### config.mk
export PLATFORM = sky130hd
export DESIGN_NAME = priority_alarm_beep_sequencer_unit
export DESIGN_NICKNAME = d
export VERILOG_FILES = /design/src/design/pabs_pkg.sv /design/src/design/priority_alarm_beep_sequencer_unit.sv
export SDC_FILE = /design/constraint.sdc
export NUM_CORES = 1
export LEC_CHECK = 0
export BUFFER_PORTS_ARGS = -buffer_cell sky130_fd_sc_hd__buf_2
export CAP_MARGIN = 10
export CORE_ASPECT_RATIO = 0.9
export CORE_MARGIN = 2
export CORE_UTILIZATION = 50
export CTS_CLUSTER_SIZE = 14
export DETAILED_ROUTE_END_ITERATION = 10
export GPL_TIMING_DRIVEN = 0
export MAX_ROUTING_LAYER = met4
export PLACE_DENSITY = 0.68
export SLEW_MARGIN = 15
export SYNTH_ARGS = -nofsm -noshare
export SYNTH_HDL_FRONTEND = slang
export SYNTH_SLANG_ARGS = --single-unit
### constraint.sdc
create_clock -name clk -period 15.7 [get_ports clk]
set_input_delay 0.785 -clock clk [delete_from_list [all_inputs] [get_ports clk]]
set_output_delay 0.785 -clock clk [all_outputs]
set_load 0.02 [all_outputs]
### src/design/pabs_pkg.sv
// pabs_pkg: shared codes, widths and reset values for the alarm beep sequencer
// no dependencies; imported by priority_alarm_beep_sequencer_unit
`default_nettype none

package pabs_pkg;

    // field widths fixed by the interface
    localparam int unsigned MS_W     = 16;
    localparam int unsigned COUNT_W  = 8;
    localparam int unsigned CFG_IDX_W = 3;

    typedef logic [1:0]           opcode_t;
    typedef logic [1:0]           kind_t;
    typedef logic [1:0]           therm_t;
    typedef logic [CFG_IDX_W-1:0] cfg_idx_t;

    // input operations
    localparam opcode_t OP_TICK = 2'd0;
    localparam opcode_t OP_PLAY = 2'd1;
    localparam opcode_t OP_STOP = 2'd2;

    // thermal state codes
    localparam therm_t THERM_LIMIT = 2'd1;
    localparam therm_t THERM_FAULT = 2'd2;

    // reported alarm kinds
    localparam kind_t KIND_NONE     = 2'd0;
    localparam kind_t KIND_LOW_BATT = 2'd1;
    localparam kind_t KIND_LIMIT    = 2'd2;
    localparam kind_t KIND_FAULT    = 2'd3;

    // configuration register indexes
    localparam cfg_idx_t REG_BEEP_ON        = 3'd0;
    localparam cfg_idx_t REG_BEEP_OFF       = 3'd1;
    localparam cfg_idx_t REG_HOT_PERIOD     = 3'd2;
    localparam cfg_idx_t REG_LOW_BATT_PERIOD = 3'd3;
    localparam cfg_idx_t REG_FAULT_BEEPS    = 3'd4;
    localparam cfg_idx_t REG_LIMIT_BEEPS    = 3'd5;
    localparam cfg_idx_t REG_LOW_BATT_BEEPS = 3'd6;

    // configuration reset values
    localparam logic [MS_W-1:0]    RST_BEEP_ON         = 16'd200;
    localparam logic [MS_W-1:0]    RST_BEEP_OFF        = 16'd200;
    localparam logic [MS_W-1:0]    RST_HOT_PERIOD      = 16'd4000;
    localparam logic [MS_W-1:0]    RST_LOW_BATT_PERIOD = 16'd8000;
    localparam logic [COUNT_W-1:0] RST_FAULT_BEEPS     = 8'd3;
    localparam logic [COUNT_W-1:0] RST_LIMIT_BEEPS     = 8'd2;
    localparam logic [COUNT_W-1:0] RST_LOW_BATT_BEEPS  = 8'd6;

endpackage

`default_nettype wire

### src/design/priority_alarm_beep_sequencer_unit.sv
// priority_alarm_beep_sequencer_unit: alarm selection, burst timing and on/off beep sequencing
// depends on pabs_pkg
//
//  channel | signals                                              | direction
//  --------+------------------------------------------------------+----------
//  in      | in_valid in_ready opcode delta_ms thermal_state      | to block
//          | thermal_hot low_batt_warn beep_count                 |
//  out     | out_valid out_ready tone_enable beeps_remaining      | from block
//          | alarm_kind                                           |
//  cfg     | cfg_valid cfg_ready cfg_index cfg_data               | to block
//
// one beat per cycle while the output is not stalled: a beat is held in the
// input register, then the step logic updates the sequencer state and
// loads the result register; reset clears the pipeline valids and sequencer
// state and loads the default configuration; a stalled output holds both
// stages, bubbles are squeezed out
`default_nettype none

module priority_alarm_beep_sequencer_unit
    import pabs_pkg::*;
#(
    parameter int unsigned TIME_BITS = 17
)
(
    input  wire logic                 clk,
    input  wire logic                 rst_n,
    // input beats
    input  wire logic                 in_valid,
    output logic                      in_ready,
    input  wire logic [1:0]           opcode,
    input  wire logic [MS_W-1:0]      delta_ms,
    input  wire logic [1:0]           thermal_state,
    input  wire logic                 thermal_hot,
    input  wire logic                 low_batt_warn,
    input  wire logic [COUNT_W-1:0]   beep_count,
    // result beats
    output logic                      out_valid,
    input  wire logic                 out_ready,
    output logic                      tone_enable,
    output logic [COUNT_W-1:0]        beeps_remaining,
    output logic [1:0]                alarm_kind,
    // configuration writes
    input  wire logic                 cfg_valid,
    output logic                      cfg_ready,
    input  wire logic [CFG_IDX_W-1:0] cfg_index,
    input  wire logic [MS_W-1:0]      cfg_data
);

    localparam int unsigned PAD_W = TIME_BITS - MS_W;

    // configuration registers
    logic [MS_W-1:0]    beep_on_reg;
    logic [MS_W-1:0]    beep_off_reg;
    logic [MS_W-1:0]    hot_period_reg;
    logic [MS_W-1:0]    low_batt_period_reg;
    logic [COUNT_W-1:0] fault_beeps_reg;
    logic [COUNT_W-1:0] limit_beeps_reg;
    logic [COUNT_W-1:0] low_batt_beeps_reg;

    // input stage
    logic               in_valid_reg;
    opcode_t            opcode_reg;
    logic [MS_W-1:0]    elapsed_reg;
    therm_t             therm_reg;
    logic               hot_reg;
    logic               low_batt_reg;
    logic [COUNT_W-1:0] count_reg;

    // sequencer state
    logic [COUNT_W-1:0]   beeps_left_reg, beeps_left_next;
    logic                 tone_on_reg, tone_on_next;
    logic [TIME_BITS-1:0] phase_time_reg, phase_time_next;
    logic [TIME_BITS-1:0] alarm_time_reg, alarm_time_next;
    logic [COUNT_W-1:0]   last_beeps_reg, last_beeps_next;

    // result stage
    logic               out_valid_reg;
    logic               tone_out_reg;
    logic [COUNT_W-1:0] beeps_out_reg;
    kind_t              kind_out_reg;
    kind_t              kind_next;

    logic advance;

    // handshake: result register frees up when empty or taken
    assign advance   = in_valid_reg && (!out_valid_reg || out_ready);
    assign in_ready  = !in_valid_reg || advance;
    assign cfg_ready = 1'b1;

    assign out_valid       = out_valid_reg;
    assign tone_enable     = tone_out_reg;
    assign beeps_remaining = beeps_out_reg;
    assign alarm_kind      = kind_out_reg;

    // configuration write port
    always_ff @(posedge clk or negedge rst_n)
    begin
        if (!rst_n)
        begin
            beep_on_reg         <= RST_BEEP_ON;
            beep_off_reg        <= RST_BEEP_OFF;
            hot_period_reg      <= RST_HOT_PERIOD;
            low_batt_period_reg <= RST_LOW_BATT_PERIOD;
            fault_beeps_reg     <= RST_FAULT_BEEPS;
            limit_beeps_reg     <= RST_LIMIT_BEEPS;
            low_batt_beeps_reg  <= RST_LOW_BATT_BEEPS;
        end
        else if (cfg_valid && cfg_ready)
        begin
            case (cfg_index)
                REG_BEEP_ON:         beep_on_reg         <= cfg_data;
                REG_BEEP_OFF:        beep_off_reg        <= cfg_data;
                REG_HOT_PERIOD:      hot_period_reg      <= cfg_data;
                REG_LOW_BATT_PERIOD: low_batt_period_reg <= cfg_data;
                REG_FAULT_BEEPS:     fault_beeps_reg     <= cfg_data[COUNT_W-1:0];
                REG_LIMIT_BEEPS:     limit_beeps_reg     <= cfg_data[COUNT_W-1:0];
                REG_LOW_BATT_BEEPS:  low_batt_beeps_reg  <= cfg_data[COUNT_W-1:0];
                default:             ;
            endcase
        end
    end

    // input stage valid
    always_ff @(posedge clk or negedge rst_n)
    begin
        if (!rst_n)
        begin
            in_valid_reg <= 1'b0;
        end
        else if (in_ready)
        begin
            in_valid_reg <= in_valid;
        end
    end

    // input stage payload
    always_ff @(posedge clk)
    begin
        if (in_valid && in_ready)
        begin
            opcode_reg   <= opcode;
            elapsed_reg  <= delta_ms;
            therm_reg    <= thermal_state;
            hot_reg      <= thermal_hot;
            low_batt_reg <= low_batt_warn;
            count_reg    <= beep_count;
        end
    end

    // step logic intermediates
    logic [COUNT_W-1:0]   sel_beeps;
    logic [MS_W-1:0]      sel_period;
    logic [COUNT_W-1:0]   burst_beeps;
    logic                 burst_tone;
    logic [TIME_BITS-1:0] burst_phase;
    logic [TIME_BITS-1:0] alarm_sum;
    logic [TIME_BITS-1:0] alarm_base;
    logic [TIME_BITS-1:0] phase_sum;
    logic [TIME_BITS-1:0] elapsed_ext;

    assign elapsed_ext = {{PAD_W{1'b0}}, elapsed_reg};

    // alarm priority select
    always_comb
    begin
        kind_next  = KIND_NONE;
        sel_beeps  = '0;
        sel_period = '0;
        if (therm_reg == THERM_FAULT && hot_reg)
        begin
            kind_next  = KIND_FAULT;
            sel_beeps  = fault_beeps_reg;
            sel_period = hot_period_reg;
        end
        else if (therm_reg == THERM_LIMIT && hot_reg)
        begin
            kind_next  = KIND_LIMIT;
            sel_beeps  = limit_beeps_reg;
            sel_period = hot_period_reg;
        end
        else if (low_batt_reg)
        begin
            kind_next  = KIND_LOW_BATT;
            sel_beeps  = low_batt_beeps_reg;
            sel_period = low_batt_period_reg;
        end
    end

    // next state for one beat
    always_comb
    begin
        beeps_left_next = beeps_left_reg;
        tone_on_next    = tone_on_reg;
        phase_time_next = phase_time_reg;
        alarm_time_next = alarm_time_reg;
        last_beeps_next = last_beeps_reg;
        burst_beeps     = beeps_left_reg;
        burst_tone      = tone_on_reg;
        burst_phase     = phase_time_reg;
        alarm_base      = alarm_time_reg;
        alarm_sum       = '0;
        phase_sum       = '0;

        case (opcode_reg)
            OP_PLAY:
            begin
                beeps_left_next = count_reg;
                tone_on_next    = (count_reg != '0);
                phase_time_next = '0;
            end
            OP_STOP:
            begin
                beeps_left_next = '0;
                tone_on_next    = 1'b0;
                phase_time_next = '0;
            end
            OP_TICK:
            begin
                // alarm burst restart and period timer
                if (sel_beeps != '0)
                begin
                    if (alarm_time_reg == '0 || sel_beeps != last_beeps_reg)
                    begin
                        burst_beeps = sel_beeps;
                        burst_tone  = 1'b1;
                        burst_phase = '0;
                        alarm_base  = '0;
                    end
                    last_beeps_next = sel_beeps;
                    alarm_sum       = alarm_base + elapsed_ext;
                    if (alarm_sum >= {{PAD_W{1'b0}}, sel_period})
                    begin
                        alarm_time_next = '0;
                    end
                    else
                    begin
                        alarm_time_next = alarm_sum;
                    end
                end
                else
                begin
                    alarm_time_next = '0;
                    last_beeps_next = '0;
                end

                // on/off beep sequencer
                beeps_left_next = burst_beeps;
                tone_on_next    = burst_tone;
                phase_time_next = burst_phase;
                if (burst_beeps != '0 || burst_tone)
                begin
                    phase_sum       = burst_phase + elapsed_ext;
                    phase_time_next = phase_sum;
                    if (burst_tone)
                    begin
                        if (phase_sum >= {{PAD_W{1'b0}}, beep_on_reg})
                        begin
                            tone_on_next    = 1'b0;
                            phase_time_next = '0;
                            if (burst_beeps != '0)
                            begin
                                beeps_left_next = burst_beeps - 1'b1;
                            end
                        end
                    end
                    else if (phase_sum >= {{PAD_W{1'b0}}, beep_off_reg})
                    begin
                        tone_on_next    = 1'b1;
                        phase_time_next = '0;
                    end
                end
            end
            default:
            begin
                // unused opcode leaves the state alone
            end
        endcase
    end

    // sequencer state and result valid
    always_ff @(posedge clk or negedge rst_n)
    begin
        if (!rst_n)
        begin
            beeps_left_reg <= '0;
            tone_on_reg    <= 1'b0;
            phase_time_reg <= '0;
            alarm_time_reg <= '0;
            last_beeps_reg <= '0;
            out_valid_reg  <= 1'b0;
        end
        else
        begin
            if (advance)
            begin
                beeps_left_reg <= beeps_left_next;
                tone_on_reg    <= tone_on_next;
                phase_time_reg <= phase_time_next;
                alarm_time_reg <= alarm_time_next;
                last_beeps_reg <= last_beeps_next;
                out_valid_reg  <= 1'b1;
            end
            else if (out_ready)
            begin
                out_valid_reg <= 1'b0;
            end
        end
    end

    // result payload
    always_ff @(posedge clk)
    begin
        if (advance)
        begin
            tone_out_reg  <= tone_on_next;
            beeps_out_reg <= beeps_left_next;
            kind_out_reg  <= (opcode_reg == OP_TICK) ? kind_next : KIND_NONE;
        end
    end

endmodule

`default_nettype wire

==> impl_metrics.prom <==
# TYPE chip_impl_metric gauge
chip_impl_metric{name="multiInputGateArea",unit="um^2"} 5917
chip_impl_metric{name="clock_tree.buffer_depth",unit=""} 2
chip_impl_metric{name="finalInstanceArea",unit="um^2"} 12450
chip_impl_metric{name="clock_sinks",unit=""} 182
chip_impl_metric{name="clk_latency",unit="ns"} 0.44
chip_impl_metric{name="gpl.final_weighted_congestion",unit=""} 0.9024
chip_impl_metric{name="timing_hold_violations_final",unit=""} 0
chip_impl_metric{name="average_cell_area_after_synthesis",unit="um^2"} 10.26
chip_impl_info{name="r2r-start",value="hot_reg"} 1
chip_impl_info{name="hold_path_class",value="input pin to async pin"} 1
chip_impl_metric{name="cellPowerDensity",unit="nW/um^2"} 120.0
chip_impl_metric{name="clkSlewWorstSetupHoldPaths",unit="ns"} 0.07
chip_impl_metric{name="post-synth-top-area-fraction",unit=""} 0.2661
chip_impl_metric{name="final_layout_size_suffix_gt1_frac",unit=""} 0.1820
chip_impl_metric{name="yosys_register_bits",unit=""} 182
chip_impl_metric{name="worst-slew-pin-transition",unit="ns"} 1.236
chip_impl_metric{name="routed_wire_length_per_instance",unit="um"} 19.56
chip_impl_metric{name="fp.dieW",unit="um"} 161.0
chip_impl_metric{name="numCtsBuffers",unit=""} 17
chip_impl_info{name="cp_slowest_cell",value="sky130_fd_sc_hd__a211oi_1"} 1
chip_impl_metric{name="timing.hold.ws",unit="ns"} 0.2252
chip_impl_metric{name="initial_cell_density_of_the_core",unit=""} 0.5115
chip_impl_info{name="worstSetupPathType",value="flip-flop to flip-flop"} 1
chip_impl_metric{name="synth-edff-count",unit=""} 41
chip_impl_metric{name="chipHeight",unit="um"} 145.3
chip_impl_metric{name="grt_antenna_before_repair",unit=""} 0
chip_impl_metric{name="wirelength_routed",unit="mm"} 28.81
chip_impl_metric{name="design.portCount",unit=""} 68
chip_impl_info{name="crit_path_start",value="hot_reg"} 1
chip_impl_info{name="yosys.cell_count.top_type",value="sky130_fd_sc_hd__dfrtp_1"} 1
chip_impl_metric{name="drt_first_pass_iters",unit=""} 5
chip_impl_metric{name="clock-skew-final",unit="ns"} 0.01526
chip_impl_metric{name="arrival",unit="ns"} 10.02
chip_impl_info{name="cts.root.buffer_cell",value="sky130_fd_sc_hd__clkbuf_16"} 1
chip_impl_metric{name="fmax",unit="MHz"} 102.5
chip_impl_metric{name="first_global_vias",unit=""} 8241
chip_impl_info{name="synth_flop_cell",value="sky130_fd_sc_hd__dfrtp_1"} 1
chip_impl_metric{name="required",unit="ns"} 15.97
chip_impl_info{name="ys_top_cells_by_area",value="sky130_fd_sc_hd__dfrtp_1 (27%), sky130_fd_sc_hd__edfxtp_1 (11%), sky130_fd_sc_hd__ha_1 (9.2%)"} 1
chip_impl_metric{name="asyncSetResetFlopFracSynth",unit=""} 0.7747
chip_impl_metric{name="placed_cell_area",unit="um^2"} 11860
chip_impl_metric{name="h_tree_levels",unit=""} 4
chip_impl_info{name="startpoint_type",value="flip-flop"} 1
chip_impl_metric{name="routed-via-count",unit=""} 8766
chip_impl_info{name="timing.critical_path.to_type",value="flip-flop"} 1
chip_impl_info{name="netlist_top_cells_count",value="sky130_fd_sc_hd__dfrtp_1 (118), sky130_fd_sc_hd__nand2_1 (104), sky130_fd_sc_hd__ha_1 (82)"} 1
chip_impl_metric{name="grt_max_degree",unit=""} 101
chip_impl_metric{name="syn_to_final_growth",unit="%"} 12.17
chip_impl_metric{name="post_drt_via_cell_ratio",unit=""} 5.951
chip_impl_metric{name="floorplan.core_area",unit="um^2"} 21700
chip_impl_metric{name="post-dp-hpwl",unit="mm"} 21.65
chip_impl_metric{name="gr-total-overflow",unit=""} 0
chip_impl_metric{name="overall_die_area",unit="um^2"} 23400
chip_impl_metric{name="fin_crit_sh",unit=""} 0.6211
chip_impl_metric{name="layout.nets",unit=""} 1306
chip_impl_metric{name="totalNegativeSetupSlack",unit="ns"} 0
chip_impl_metric{name="timing.final.crit_period",unit="ns"} 9.752
chip_impl_metric{name="post_cts_resized",unit=""} 0
chip_impl_info{name="rsz0062_at_grt",value="no"} 1
chip_impl_metric{name="postCtsHoldBufs",unit=""} 0
chip_impl_metric{name="port_buffers",unit=""} 64
chip_impl_metric{name="postRouteAntennaNets",unit=""} 0
chip_impl_metric{name="synth_cell_types",unit=""} 84
chip_impl_metric{name="final-max-slew-violation-count",unit=""} 0
chip_impl_metric{name="postSynthNetCount",unit=""} 1220
chip_impl_metric{name="yosys_warnings",unit=""} 0
chip_impl_metric{name="synth_area",unit="um^2"} 11100
chip_impl_info{name="tritoncts",value="yes"} 1
chip_impl_metric{name="drcViolationCount",unit=""} 0
chip_impl_metric{name="slew_headroom",unit=""} 0.1740
chip_impl_metric{name="synth_sequential_area_ratio",unit=""} 0.4315
chip_impl_metric{name="peakVddDrop",unit="uV"} 72.40
chip_impl_metric{name="cts_setup_buffers",unit=""} 0
chip_impl_metric{name="seqCellArea",unit="um^2"} 4788
chip_impl_metric{name="final-setup-viol-count",unit=""} 0
chip_impl_metric{name="syn_inst",unit=""} 1082
chip_impl_metric{name="worstPathMaxFanout",unit=""} 10
chip_impl_metric{name="cell_leakage_power",unit="uW"} 0.005447
chip_impl_metric{name="number_of_design_rule_violations_left_by_the_first_detailed_router_iteration",unit=""} 821
chip_impl_info{name="result_of_the_run",value="finished, final reports clean"} 1
chip_impl_metric{name="fillerInstances",unit=""} 1942
chip_impl_info{name="yosysTopAreaCell",value="sky130_fd_sc_hd__dfrtp_1"} 1
chip_impl_metric{name="grt_pass1_wl",unit="mm"} 46.34
chip_impl_metric{name="max_cap_viol_count",unit=""} 0
chip_impl_metric{name="critical_path.max_stage_delay",unit="ns"} 0.72
chip_impl_metric{name="placement_rows",unit=""} 51
chip_impl_metric{name="grt_use_total",unit=""} 0.2598
chip_impl_metric{name="final_core_util",unit=""} 0.5737
## critical path, delay by kind of cell, from the launching register on
kind	cells	cell delay, ns
DFF	1	0.49
AOI/OAI and AO/OA	15	4.96
buffers and inverters	3	1.29
and+or+nand+nor	7	1.55
adders and majority gates	3	1.02
xor gates and xnor gates	1	0.26
## final cells by class
type                            instances  area share
Multi-Input combinational cell        800      0.4754
Sequential cell                       182      0.3847
Clock buffer                           17     0.03418
Timing Repair Buffer                   67     0.03156
Tap cell                              291     0.02925
Inverter                               57     0.01719
Buffer                                 43     0.01478
Clock inverter                         15     0.01277
Antenna cell                            1   0.0002010
## stage by stage
stage	setup slack, ns	power, uW	instances
after detailed placement	6.356	1060	1440
final	5.948	1494	1473
after global routing	5.432	1575	1472
after floorplan	8.750	930.2	1082
after CTS	6.171	1493	1472
after global placement	6.295	1046	1437
## cell usage in the layout (no fill, tap or decap), types with 6 or more instances in the layout
cell and count:
sky130_fd_sc_hd__a32oi_1 6, sky130_fd_sc_hd__and2_1 25, sky130_fd_sc_hd__nor2b_1 27, sky130_fd_sc_hd__a31oi_1 8, sky130_fd_sc_hd__nand3_1 17, sky130_fd_sc_hd__nor4_1 7, sky130_fd_sc_hd__ha_1 82, sky130_fd_sc_hd__xnor2_1 27
sky130_fd_sc_hd__nor2_1 42, sky130_fd_sc_hd__clkbuf_1 32, sky130_fd_sc_hd__o21a_1 11, sky130_fd_sc_hd__mux2_2 64, sky130_fd_sc_hd__a211oi_1 7, sky130_fd_sc_hd__nor3_1 20, sky130_fd_sc_hd__edfxtp_1 41, sky130_fd_sc_hd__a22o_1 38
sky130_fd_sc_hd__mux2i_1 8, sky130_fd_sc_hd__a21boi_0 7, sky130_fd_sc_hd__inv_6 6, sky130_fd_sc_hd__a21o_1 15, sky130_fd_sc_hd__nand4_1 13, sky130_fd_sc_hd__a21oi_1 54, sky130_fd_sc_hd__and3_1 18, sky130_fd_sc_hd__nand2b_1 13
sky130_fd_sc_hd__o21ai_0 64, sky130_fd_sc_hd__buf_2 69, sky130_fd_sc_hd__dfstp_2 23, sky130_fd_sc_hd__clkbuf_16 17, sky130_fd_sc_hd__xor2_1 10, sky130_fd_sc_hd__nand2_1 104, sky130_fd_sc_hd__o2111ai_1 10, sky130_fd_sc_hd__inv_1 57
sky130_fd_sc_hd__dfrtp_1 118
## worst paths after layout
| check | to | slack (ns) | depth (start not counted) |
|---|---|---|---|
| setup / recovery | beeps_remaining[7] | 5.95 | 29 |
| hold reg to reg | last_beeps_reg[6] | 0.49 | 2 |
| min in group clk | last_beeps_reg[6] | 0.49 | 2 |
| max in group asynchronous | low_batt_beeps_reg[2] | 14.62 | 2 |
| setup reg to reg | beeps_remaining[7] | 5.95 | 29 |
| hold / removal | phase_time_reg[11] | 0.23 | 1 |
## metal layers
| metal | part of all wire | global-route usage | vias to the layer above |
|---|---|---|---|
| met5 | 0 | - | - |
| met4 | 0.012 | 0.05089 | 0 |
| met3 | 0.056 | 0.04104 | 26 |
| met2 | 0.44 | 0.3687 | 275 |
| met1 | 0.50 | 0.3952 | 4298 |
| li1 | - | - | 4167 |
## logic make-up (layout without fill, tap and decap cells)
| kind of cell | Yosys count | count (layout) | share of synthesized area |
|---|---|---|---|
| xor gates and xnor gates | 37 | 37 | 0.02920 |
| AOI/OAI and AO/OA | 286 | 286 | 0.1850 |
| other | 1 | 2 | 0.0003379 |
| DFF | 182 | 182 | 0.4315 |
| adders and majority gates | 84 | 84 | 0.09606 |
| muxes | 72 | 72 | 0.07216 |
| and+or+nand+nor | 320 | 320 | 0.1498 |
| buffers and inverters | 100 | 199 | 0.03586 |
## where the power goes
group          total [uW]  internal [uW]  switching, uW  leakage, uW
Clock                 432            225            207     0.000282
Sequential            644            582           61.8      0.00212
Combinational         418            180            238      0.00305
Total                1490            988            507      0.00545
Power figures use the tool's default switching activity.
